`src/rtl/core/msp_pkg.sv`:
```
// Shared constants, register indexes and reset tables for the servo pulse generator.
package msp_pkg;

    localparam int CHANNELS_DEF        = 12;
    localparam int SLOTS_PER_FRAME_DEF = 20;
    localparam int TICKS_PER_SLOT_DEF  = 250;

    localparam int POS_W      = 8;   // position / target width
    localparam int TICK_W     = 8;   // tick counter width
    localparam int RCNT_W     = 8;   // ramp slot counter width
    localparam int CH_FIELD_W = 4;   // channel field width
    localparam int CFG_ADDR_W = 1;
    localparam int CFG_DATA_W = 8;

    // Configuration register indexes
    localparam logic [CFG_ADDR_W-1:0] REG_RAMP_STEP  = 1'd0;
    localparam logic [CFG_ADDR_W-1:0] REG_RAMP_DELAY = 1'd1;

    localparam logic [CFG_DATA_W-1:0] RAMP_STEP_RST  = 8'd1;
    localparam logic [CFG_DATA_W-1:0] RAMP_DELAY_RST = 8'd10;

    // Request codes
    localparam logic REQ_TICK   = 1'b0;
    localparam logic REQ_TARGET = 1'b1;

    // Power-up position pattern, repeats every six channels.
    function automatic logic [POS_W-1:0] start_pos(input int unsigned k);
        logic [POS_W-1:0] v;
        case (k % 6)
            0, 1:    v = 8'd225;
            2, 3:    v = 8'd125;
            default: v = 8'd25;
        endcase
        return v;
    endfunction

endpackage

```
`src/rtl/core/msp_ramp.sv`:
```
// Per-channel slew step: moves each position one ramp step toward its target.
module msp_ramp #(
    parameter int CHANNELS = msp_pkg::CHANNELS_DEF
) (
    input  logic [CHANNELS-1:0][msp_pkg::POS_W-1:0] i_pos,
    input  logic [CHANNELS-1:0][msp_pkg::POS_W-1:0] i_tgt,
    input  logic [msp_pkg::POS_W-1:0]               i_step,
    output logic [CHANNELS-1:0][msp_pkg::POS_W-1:0] o_pos,
    output logic                                    o_differs
);
    import msp_pkg::*;

    logic [POS_W:0] w_up   [CHANNELS];
    logic [POS_W:0] w_tlim [CHANNELS];

    always_comb begin
        o_differs = 1'b0;
        for (int k = 0; k < CHANNELS; k++) begin
            w_up[k]   = {1'b0, i_pos[k]} + {1'b0, i_step};
            w_tlim[k] = {1'b0, i_tgt[k]} + {1'b0, i_step};
            o_pos[k]  = i_pos[k];
            if (i_pos[k] < i_tgt[k]) begin
                o_pos[k] = (w_up[k] > {1'b0, i_tgt[k]}) ? i_tgt[k] : w_up[k][POS_W-1:0];
            end else if (i_pos[k] > i_tgt[k]) begin
                // clamp: overshoot below target lands on target
                o_pos[k] = ({1'b0, i_pos[k]} < w_tlim[k]) ? i_tgt[k] : i_pos[k] - i_step;
            end
            if (i_pos[k] != i_tgt[k]) begin
                o_differs = 1'b1;
            end
        end
    end

endmodule

```
`src/rtl/core/msp_out_buf.sv`:
```
// Two-entry output buffer: result register plus skid stage.
module msp_out_buf #(
    parameter int W = 14
) (
    input  logic         i_clk,
    input  logic         i_rst_n,
    input  logic         i_push,
    input  logic [W-1:0] i_data,
    output logic         o_full,
    output logic         o_valid,
    output logic [W-1:0] o_data,
    input  logic         i_stall
);
    logic         r_main_valid, n_main_valid;
    logic         r_skid_valid, n_skid_valid;
    logic [W-1:0] r_main, n_main;
    logic [W-1:0] r_skid, n_skid;
    logic         w_pop;

    assign w_pop   = r_main_valid && !i_stall;
    assign o_full  = r_skid_valid;
    assign o_valid = r_main_valid;
    assign o_data  = r_main;

    always_comb begin
        n_main_valid = r_main_valid;
        n_skid_valid = r_skid_valid;
        n_main       = r_main;
        n_skid       = r_skid;
        if (w_pop) begin
            if (r_skid_valid) begin
                n_main       = r_skid;
                n_skid_valid = 1'b0;
            end else if (i_push) begin
                n_main = i_data;
            end else begin
                n_main_valid = 1'b0;
            end
        end else if (i_push) begin
            if (!r_main_valid) begin
                n_main       = i_data;
                n_main_valid = 1'b1;
            end else begin
                n_skid       = i_data;
                n_skid_valid = 1'b1;
            end
        end
    end

    always_ff @(posedge i_clk) begin
        if (!i_rst_n) begin
            r_main_valid <= 1'b0;
            r_skid_valid <= 1'b0;
        end else begin
            r_main_valid <= n_main_valid;
            r_skid_valid <= n_skid_valid;
        end
        r_main <= n_main;
        r_skid <= n_skid;
    end

endmodule

```
`src/rtl/core/multi_servo_pulse_generator.sv`:
```
// Top level of the multichannel servo pulse generator.
// Usage:
//   Input channel (i_valid / o_stall): each item is either one 4 us time
//   tick (i_req_type = tick) or a target write for i_channel. Writes to a
//   channel number at or above CHANNELS are dropped.
//   Output channel (o_valid / i_stall): exactly one result per item: the
//   servo pin levels, ramp_busy and frame_start after that item.
//   Config port: i_cfg_we, i_cfg_addr 0 = ramp_step, 1 = ramp_delay_ms; idle only.
// Timing:
//   Every item is worked in the cycle it is accepted; the state and the
//   result register, or the skid stage while a result waits, load at that same edge.
//   Throughput is one item per cycle while o_stall is low, set by the single
//   combinational pass through the ramp lanes and slot counters.
// Stall:
//   The result register is backed by a one-entry skid stage, so one more
//   item is taken while a result waits; o_stall rises only when both are
//   full and drops as soon as the receiver drains one.
// Reset:
//   Synchronous, active low. Positions and targets load the power-up
//   pattern, counters and pins clear, ramp_step = 1, ramp_delay_ms = 10.
module multi_servo_pulse_generator #(
    parameter int CHANNELS        = msp_pkg::CHANNELS_DEF,
    parameter int SLOTS_PER_FRAME = msp_pkg::SLOTS_PER_FRAME_DEF,
    parameter int TICKS_PER_SLOT  = msp_pkg::TICKS_PER_SLOT_DEF
) (
    input  logic                              i_clk,
    input  logic                              i_rst_n,
    // input items
    input  logic                              i_valid,
    output logic                              o_stall,
    input  logic                              i_req_type,
    input  logic [msp_pkg::CH_FIELD_W-1:0]    i_channel,
    input  logic [msp_pkg::POS_W-1:0]         i_target,
    // result items
    output logic                              o_valid,
    input  logic                              i_stall,
    output logic [CHANNELS-1:0]               o_servo_pins,
    output logic                              o_ramp_busy,
    output logic                              o_frame_start,
    // configuration
    input  logic                              i_cfg_we,
    input  logic [msp_pkg::CFG_ADDR_W-1:0]    i_cfg_addr,
    input  logic [msp_pkg::CFG_DATA_W-1:0]    i_cfg_wdata
);
    import msp_pkg::*;

    localparam int CH_W   = (CHANNELS > 1) ? $clog2(CHANNELS) : 1;
    localparam int SLOT_W = $clog2(SLOTS_PER_FRAME);
    localparam int OUT_W  = CHANNELS + 2;

    // config
    logic [POS_W-1:0]  r_ramp_step;
    logic [RCNT_W-1:0] r_ramp_delay;

    // block state
    logic [CHANNELS-1:0][POS_W-1:0] r_pos, n_pos;
    logic [CHANNELS-1:0][POS_W-1:0] r_tgt, n_tgt;
    logic [SLOT_W-1:0]  r_slot, n_slot;
    logic [TICK_W-1:0]  r_tick, n_tick;
    logic [POS_W-1:0]   r_cd, n_cd;
    logic               r_pend, n_pend;
    logic [CH_W-1:0]    r_offch, n_offch;
    logic [RCNT_W-1:0]  r_rcnt, n_rcnt;
    logic [CHANNELS-1:0] r_pins, n_pins;

    logic                           w_accept;
    logic                           w_full;
    logic [CHANNELS-1:0][POS_W-1:0] w_ramp_pos;
    logic                           w_differs;
    logic                           w_slot_begin;
    logic [5:0]                     w_slot_m1;
    logic                           w_fstart;
    logic                           w_busy;
    logic [OUT_W-1:0]               w_out_data;
    logic [OUT_W-1:0]               w_buf_data;

    assign o_stall  = w_full;
    assign w_accept = i_valid && !w_full;

    msp_ramp #(
        .CHANNELS (CHANNELS)
    ) u_ramp (
        .i_pos     (r_pos),
        .i_tgt     (r_tgt),
        .i_step    (r_ramp_step),
        .o_pos     (w_ramp_pos),
        .o_differs (w_differs)
    );

    assign w_slot_begin = (r_tick == '0);
    assign w_slot_m1    = 6'(r_slot) - 6'd1;

    always_comb begin
        n_pos    = r_pos;
        n_tgt    = r_tgt;
        n_slot   = r_slot;
        n_tick   = r_tick;
        n_cd     = r_cd;
        n_pend   = r_pend;
        n_offch  = r_offch;
        n_rcnt   = r_rcnt;
        n_pins   = r_pins;
        w_fstart = 1'b0;
        if (w_accept) begin
            if (i_req_type == REQ_TARGET) begin
                if ({1'b0, i_channel} < 5'(CHANNELS)) begin
                    n_tgt[i_channel[CH_W-1:0]] = i_target;
                end
            end else begin
                // ramp: slot countdown, then a move when due
                if (w_slot_begin && r_rcnt != '0) begin
                    n_rcnt = r_rcnt - 1'b1;
                end
                if (w_differs) begin
                    if (r_ramp_delay == '0 || n_rcnt == '0) begin
                        n_pos  = w_ramp_pos;
                        n_rcnt = r_ramp_delay;
                    end
                end else begin
                    n_rcnt = '0;
                end

                // slot start: raise this slot's pin, arm the previous one's tail
                if (w_slot_begin) begin
                    w_fstart = (r_slot == '0);
                    for (int k = 0; k < CHANNELS; k++) begin
                        if (6'(r_slot) == 6'(k)) begin
                            n_pins[k] = 1'b1;
                        end
                    end
                    if (r_slot != '0 && 6'(r_slot) <= 6'(CHANNELS)) begin
                        // a tail still running past a whole slot is cut here
                        if (r_pend) begin
                            for (int k = 0; k < CHANNELS; k++) begin
                                if (r_offch == CH_W'(k)) begin
                                    n_pins[k] = 1'b0;
                                end
                            end
                        end
                        n_offch = w_slot_m1[CH_W-1:0];
                        n_cd    = n_pos[w_slot_m1[CH_W-1:0]];
                        n_pend  = 1'b1;
                    end
                end

                // tail countdown; zero position drops the pin right away
                if (n_pend) begin
                    if (n_cd == '0) begin
                        for (int k = 0; k < CHANNELS; k++) begin
                            if (n_offch == CH_W'(k)) begin
                                n_pins[k] = 1'b0;
                            end
                        end
                        n_pend = 1'b0;
                    end else begin
                        n_cd = n_cd - 1'b1;
                    end
                end

                // time base
                if (r_tick == TICK_W'(TICKS_PER_SLOT - 1)) begin
                    n_tick = '0;
                    if (r_slot == SLOT_W'(SLOTS_PER_FRAME - 1)) begin
                        n_slot = '0;
                    end else begin
                        n_slot = r_slot + 1'b1;
                    end
                end else begin
                    n_tick = r_tick + 1'b1;
                end
            end
        end
    end

    always_comb begin
        w_busy = 1'b0;
        for (int k = 0; k < CHANNELS; k++) begin
            if (n_pos[k] != n_tgt[k]) begin
                w_busy = 1'b1;
            end
        end
    end

    assign w_out_data = {n_pins, w_busy, w_fstart};

    always_ff @(posedge i_clk) begin
        if (!i_rst_n) begin
            r_ramp_step  <= RAMP_STEP_RST;
            r_ramp_delay <= RAMP_DELAY_RST;
            for (int k = 0; k < CHANNELS; k++) begin
                r_pos[k] <= start_pos(k);
                r_tgt[k] <= start_pos(k);
            end
            r_slot  <= '0;
            r_tick  <= '0;
            r_cd    <= '0;
            r_pend  <= 1'b0;
            r_offch <= '0;
            r_rcnt  <= '0;
            r_pins  <= '0;
        end else begin
            if (i_cfg_we) begin
                case (i_cfg_addr)
                    REG_RAMP_STEP:  r_ramp_step  <= i_cfg_wdata;
                    REG_RAMP_DELAY: r_ramp_delay <= i_cfg_wdata;
                    default: ;
                endcase
            end
            r_pos   <= n_pos;
            r_tgt   <= n_tgt;
            r_slot  <= n_slot;
            r_tick  <= n_tick;
            r_cd    <= n_cd;
            r_pend  <= n_pend;
            r_offch <= n_offch;
            r_rcnt  <= n_rcnt;
            r_pins  <= n_pins;
        end
    end

    msp_out_buf #(
        .W (OUT_W)
    ) u_out_buf (
        .i_clk   (i_clk),
        .i_rst_n (i_rst_n),
        .i_push  (w_accept),
        .i_data  (w_out_data),
        .o_full  (w_full),
        .o_valid (o_valid),
        .o_data  (w_buf_data),
        .i_stall (i_stall)
    );

    assign o_servo_pins  = w_buf_data[OUT_W-1:2];
    assign o_ramp_busy   = w_buf_data[1];
    assign o_frame_start = w_buf_data[0];

endmodule

```
`config.mk`:
```
export PLATFORM = sky130hd
export DESIGN_NAME = multi_servo_pulse_generator
export DESIGN_NICKNAME = d
export VERILOG_FILES = /design/src/rtl/core/msp_pkg.sv /design/src/rtl/core/msp_ramp.sv /design/src/rtl/core/msp_out_buf.sv /design/src/rtl/core/multi_servo_pulse_generator.sv
export SDC_FILE = /design/constraint.sdc
export NUM_CORES = 2
export LEC_CHECK = 0
export BUFFER_PORTS_ARGS = -buffer_cell sky130_fd_sc_hd__clkbuf_2
export CAP_MARGIN = 20
export CORE_ASPECT_RATIO = 0.7
export CORE_MARGIN = 4
export CORE_UTILIZATION = 50
export CTS_CLUSTER_DIAMETER = 80
export DETAILED_ROUTE_END_ITERATION = 10
export GPL_TIMING_DRIVEN = 0
export PLACE_DENSITY = 0.66
export SETUP_SLACK_MARGIN = 0.02
export SYNTH_ARGS = -nofsm -noshare
export SYNTH_HDL_FRONTEND = slang
export SYNTH_SLANG_ARGS = --single-unit
```
`constraint.sdc`:
```
create_clock -name i_clk -period 21.3 [get_ports i_clk]
set_input_delay 6.39 -clock i_clk [delete_from_list [all_inputs] [get_ports i_clk]]
set_output_delay 6.39 -clock i_clk [all_outputs]
set_load 0.005 [all_outputs]
```
**Word-level counts from Yosys, hierarchy flattened**

Index checks and enable logic that the tools add are counted.

- Logic and storage cells: 388
- Register bits after elaboration: 284
- Output and inout port bits: 16
- Input bits: 27

- Bitwise gates (word level): 4
- $lt $le $gt $ge: 53
- Mux-type cells: 163
- Reduce and logical (&&, ||, !) cells: 28
- Add/subtract/negate cells: 41
- Equal/unequal tests: 62

Operator list:

| cell | number |
|---|---|
| 96-bit 2-to-1 mux | 9 |
| 8-bit 2-to-1 mux | 62 |
| 8-bit by 8-bit adder with 9-bit output | 24 |
| 8-bit inequality test | 24 |
| 9-bit by 8-bit > comparator with 1-bit output | 12 |
| 8-bit by 9-bit < comparator with 1-bit output | 12 |
| 96-bit bitwise mux | 1 |
| 8-bit > comparator | 12 |
| 8-bit < comparator | 12 |
| 8-bit subtractor | 12 |
| 12-bit 2-to-1 mux | 7 |
| 1-bit 2-to-1 mux | 72 |
| 14-bit 2-to-1 mux | 5 |
| 8-bit binary-select mux with 4-bit select | 1 |
| 8-bit demux with 4-bit select | 1 |
| 4-bit by 3-bit equality test with 1-bit output (second input constant) | 8 |
| 4-bit equality test (second input constant) | 8 |
| 8-bit zero test | 4 |
| 5-bit by 3-bit equality test with 1-bit output (second input constant) | 4 |
| 5-bit by 4-bit equality test with 1-bit output (second input constant) | 4 |
| 4-bit by 2-bit equality test with 1-bit output (second input constant) | 4 |
| 4-bit 2-to-1 mux | 4 |
| 8-bit by 1-bit subtractor with 8-bit output (second input constant) | 2 |
| 3-bit AND reduction | 4 |
| 25 further kinds | 43 |

**Longest topological paths before layout**

- Word-level depth: 34
- Depth in mapped cells: 29
- Depth with buffers taken out: 28

**Modules after synthesis**

A second synthesis with hierarchy kept.

- Cell total of the unflattened synthesis: 4,491
- Area, all modules: 36,193.5 um2

By module, submodules not included:

| module | instances | seq. area each (um2) | area each (um2) | cells an instance |
|---|---|---|---|---|
| msp_ramp | 1 | 0.0 | 20,616.0 | 2,747 |
| multi_servo_pulse_generator | 1 | 5,084.9 | 14,420.1 | 1,690 |
| msp_out_buf | 1 | 880.8 | 1,157.4 | 54 |

**Worst setup path before layout**

Ideal clock, no wire load.

- Path kind: input to register
- Start point: in i_valid
- End point: reg u_out_buf.r_main[1], in the netlist u_out_buf.o_data[1] (data pin)
- Cell stages on the path: 13
- Arrival: 9,817 ps
- Buffers on the path: 1
- Required time: 21,040 ps
- Slack: 11,223 ps
- Setup time: 260 ps
- Path through: nor2b_1 nand2_1 or3_1 clkbuf_1 nor2_1 mux2i_1 xor2_1 nand4_1 nor4_1 nand4_1 or4_1 or4_4 mux2_2

- Longest elaborated chain between the ends: 18
- Elaborated cells between the ends (all ways): 32
- Those cells by class: eq/ne (12); mux (19); reduce/logical (1)

Ends and longest elaborated chain:

| what | line | source |
|---|---|---|
| from (decl) | multi_servo_pulse_generator.sv:29 | `input logic i_valid,` |
| 1-bit logical AND * | multi_servo_pulse_generator.sv:78 | `assign w_accept = i_valid && !w_full;` |
| 96-bit 2-to-1 mux | multi_servo_pulse_generator.sv:104 | `if (w_accept) begin` |
| 8-bit inequality test | multi_servo_pulse_generator.sv:178 | `if (n_pos[k] != n_tgt[k]) begin` |
| 1-bit 2-to-1 mux (11 in series) | multi_servo_pulse_generator.sv:178 |  |
| 1-bit 2-to-1 mux * | multi_servo_pulse_generator.sv:178 |  |
| net w_busy | multi_servo_pulse_generator.sv:73 | `logic w_busy;` |
| 14-bit 2-to-1 mux (on tied branches) | msp_out_buf.sv:40, msp_out_buf.sv:34 |  |
| 14-bit 2-to-1 mux (on tied branches) | msp_out_buf.sv:39, msp_out_buf.sv:31 |  |
| 14-bit 2-to-1 mux * | msp_out_buf.sv:30 | `if (w_pop) begin` |
| net u_out_buf.n_main[1] | msp_out_buf.sv:16 | `logic [W-1:0] r_main, n_main;` |
| to (signal assigned) | msp_out_buf.sv:58 | `r_main <= n_main;` |
| to (decl) | msp_out_buf.sv:16 |  |

The timed path passes the listed nets; every way through them passes the cells marked *. The select of a mux whose other input is x is not followed.
A chain may end at the register's enable or synchronous reset.

**Worst setup path after layout**

- Start point: in i_req_type
- End point: reg u_out_buf.r_main[1], in the netlist u_out_buf.o_data[1] (data pin)

- Longest elaborated chain between the ends: 18
- Elaborated cells between the ends (all ways): 33
- Those cells by class: eq/ne (12); mux (21)

Ends and longest elaborated chain:

| what | line | source |
|---|---|---|
| from (decl) | multi_servo_pulse_generator.sv:31 | `input logic i_req_type,` |
| 96-bit 2-to-1 mux | multi_servo_pulse_generator.sv:105 | `if (i_req_type == REQ_TARGET) begin` |
| 96-bit 2-to-1 mux | multi_servo_pulse_generator.sv:104 |  |
| 8-bit inequality test | multi_servo_pulse_generator.sv:178 |  |
| 1-bit 2-to-1 mux (11 in series) | multi_servo_pulse_generator.sv:178 |  |
| 1-bit 2-to-1 mux * | multi_servo_pulse_generator.sv:178 |  |
| net w_busy | multi_servo_pulse_generator.sv:73 |  |
| 14-bit 2-to-1 mux (on tied branches) | msp_out_buf.sv:40, msp_out_buf.sv:34 |  |
| 14-bit 2-to-1 mux (on tied branches) | msp_out_buf.sv:39, msp_out_buf.sv:31 |  |
| 14-bit 2-to-1 mux * | msp_out_buf.sv:30 |  |
| net u_out_buf.n_main[1] | msp_out_buf.sv:16 |  |

Marked as above.

==> results by group <==
Routing
  – Initial drt markers: 4908
  – DR vias: 36700
  – Number of vias per cell: 6.58
  – Post-route ant nets: 0
  – DRC violations left: 0
  – DR pass1 iterations: 6
  – Drt total wl: 159 mm
  – Wire per inst: 28.6 um

Clock network
  – CTS tree: built
  – Worst skew pair latency: 620 ps
  – Hold buffer count at cts: 0
  – H-tree depth: 1
  – Resized cells post-CTS: 0
  – Clock Pin Slew Worst Setup and Hold Paths: 70 ps
  – CTS Buf Count: 31
  – Clock Tree Buf Depth: 3
  – Root Buffer: clkbuf_16
  – Setup Fix Bufs, Post-CTS: 0
  – # clock sinks: 284

Floorplan
  – Core ar.: 70000 sq um
  – Die Width: 326 um
  – Initial Util: 50.6%
  – Die height: 231 um
  – Die ar.: 75200 sq um
  – Row count: 81
  – Ports: 43

Synth
  – Post-synth top area share: 19.9%
  – Ys async rst share: 0%
  – Post-synth EDFFs: 28
  – Most frequent cell after synthesis: ha_1
  – Mapped Cells: 4472
  – Dominant synthesized flop cell: dfxtp_1
  – Average size of a mapped cell: 7.92 sq um
  – Yosys top cell by area: ha_1
  – Flops & latches, synth: 284
  – Synth Warn #: 0
  – Top post-synthesis cells by count: ha_1, nor2_1, a21oi_1
  – Synth Cell Area: 35400 sq um
  – Syn_nets: 5099
  – Post-synthesis cell type count: 103
  – Synth top area cells: ha_1, dfxtp_1, mux2i_1
  – Seq/Total Area, Yosys: 16.8%

Worst setup path
  – CP arrival: 12890 ps
  – Critical path class: input port to register
  – Crit Path Max Fanout: 10
  – CP required: 21670 ps
  – CP delay by family, top: simple AND/OR/NAND/NOR gates
  – Crit-path cells: clkbuf_2 -> nor2_1 -> buf_6 -> o21ai_0 -> clkbuf_1 -> nor2_2 -> buf_4 -> buf_2 -> o31ai_1 -> and3_1 -> nor3_1 -> nand4_1 -> nor4_1 -> nand4_1 -> or4_4 -> mux2_2
  – CP max stage cell: nor4_1
  – CP endpoint kind: register
  – CP Launch Type: input port
  – Worst path max stage delay: 720 ps
  – Buffers & Inverters on Critical Path: 5
  – Most used cell, CP: nand4_1

GRT
  – Initial antenna violation count: 20
  – Total track usage: 40.5%
  – First-pass GRT wire length: 227 mm
  – Largest net degree at the start of global routing: 25
  – GR Overflow Total: 0
  – Vias in the first global route: 32400

Timing
  – Clk_skew: 35.5 ps
  – Final Max Slew Viols: 0
  – Setup Viol. Count Final: 0
  – Slew @ Worst Pin: 1300 ps
  – Final period util: 58.8%
  – Setup Total Neg Slack: 0 ps
  – Slew Limit Headroom: 13.1%
  – RSZ-0062 raised after global routing: no
  – Minimum clock period: 12520 ps
  – Max Fclk: 79.8 MHz
  – Final Hold Vio Count: 0

Place
  – GP Congestion: 1.06
  – Placed Area: 37400 sq um
  – Port bufs: 40
  – Hpwl dp: 130 mm

Run status
  – Status: complete, no violations

Final layout
  – Area Growth Syn to Fin: 8.94%
  – Fillcell total: 6711
  – Layout cells sized above 1: 5.69%
  – Final nets: 5211
  – Finished Cell Area: 38600 sq um
  – Multi-input logic area: 27800 sq um
  – FF/Latch Area: 5980 sq um

Flow run
  – Max cap viols: 0

Min path
  – Worst hold path type: register to register
==> path summary, 6_finish.rpt <==
| kind | from | to | slack (ps) | cells after the start |
|---|---|---|---|---|
| hold / removal | r_cd[2] | r_cd[2] | 460 | 2 |
| setup reg to reg | r_ramp_step[5] | u_out_buf.o_data[6] | 12190 | 25 |
| hold reg to reg | r_cd[2] | r_cd[2] | 460 | 2 |
| setup / recovery | i_req_type | u_out_buf.o_data[1] | 8780 | 16 |
==> worst reg2reg max path, delay by kind of cell (launching register included) <==
family | cells | cell delay [ps]
flops | 1 | 740
simple gates | 7 | 1790
mux | 1 | 250
compound gates | 9 | 3430
buf+inv | 6 | 1960
fa+ha+maj | 2 | 670
==> through the flow <==
step                      hold slack, ps  std cells  worst slack [ps]  util, %
after global routing                 491       5562              9150     55.1
final                                464       5570              8780     55.1
after global placement               448       5466              7150     52.6
after floorplan                      432       4472             11220        -
after CTS                            460       5556              9310     55.0
after detailed placement             451       5499              8680     53.4
==> metal layers <==
metal  routed length (um)  share of wire (%)  track usage (%)  vias up
met5                   65              0.041                0        -
met4                 5480                3.4             11.5       10
met3                21400                 13             11.6      334
met2                60200                 38             55.1     2258
met1                72100                 45             61.0    17300
li1                     -                  -                -    16700
==> sequential cells by signal (all words and copies together), names as in the netlist <==
signal and count:
r_pos 96, r_rcnt 8, u_out_buf.o_valid 1, r_slot 5
r_pend 1, r_tgt 96, r_ramp_step 8, r_pins 12
r_cd 8, u_out_buf.o_full 1, r_offch 4, u_out_buf.r_skid 14
u_out_buf.o_data 14, r_tick 8, r_ramp_delay 8
==> layout by cell type, fill, tap and decap left out, drive strengths merged, types with 117 or more instances in the layout <==
| master | n |
|---|---|
| mux2i | 200 |
| xor2 | 117 |
| nand2 | 350 |
| ha | 564 |
| a21oi | 360 |
| nor2 | 394 |
| o21ai | 233 |
| dfxtp | 256 |
| xnor2 | 154 |
| clkbuf | 213 |
| inv | 258 |
==> final cells by class <==
cell class,instances,share of cell area (%)
diodes,8,0.0519
clock inverters,14,0.545
flip-flops and latches,284,15.5
well taps,954,3.09
multi-input cells,3769,72.2
repair buffers,79,2.13
inverters,258,2.51
plain buffers,161,1.71
clock buffers,43,2.31
==> kinds of logic after synthesis <==
group | after synthesis | share of synthesized area [%]
DFF | 284 | 16.8
buffers and inverters | 419 | 4.60
adders and majority gates | 600 | 22.0
xor gates and xnor gates | 271 | 6.70
muxes | 224 | 6.46
and+or+nand+nor | 1372 | 19.0
AOI/OAI and AO/OA | 1302 | 24.5
Power is not shown: default switching activity piles up to over one toggle a cycle in this logic, so the estimate is an artifact.
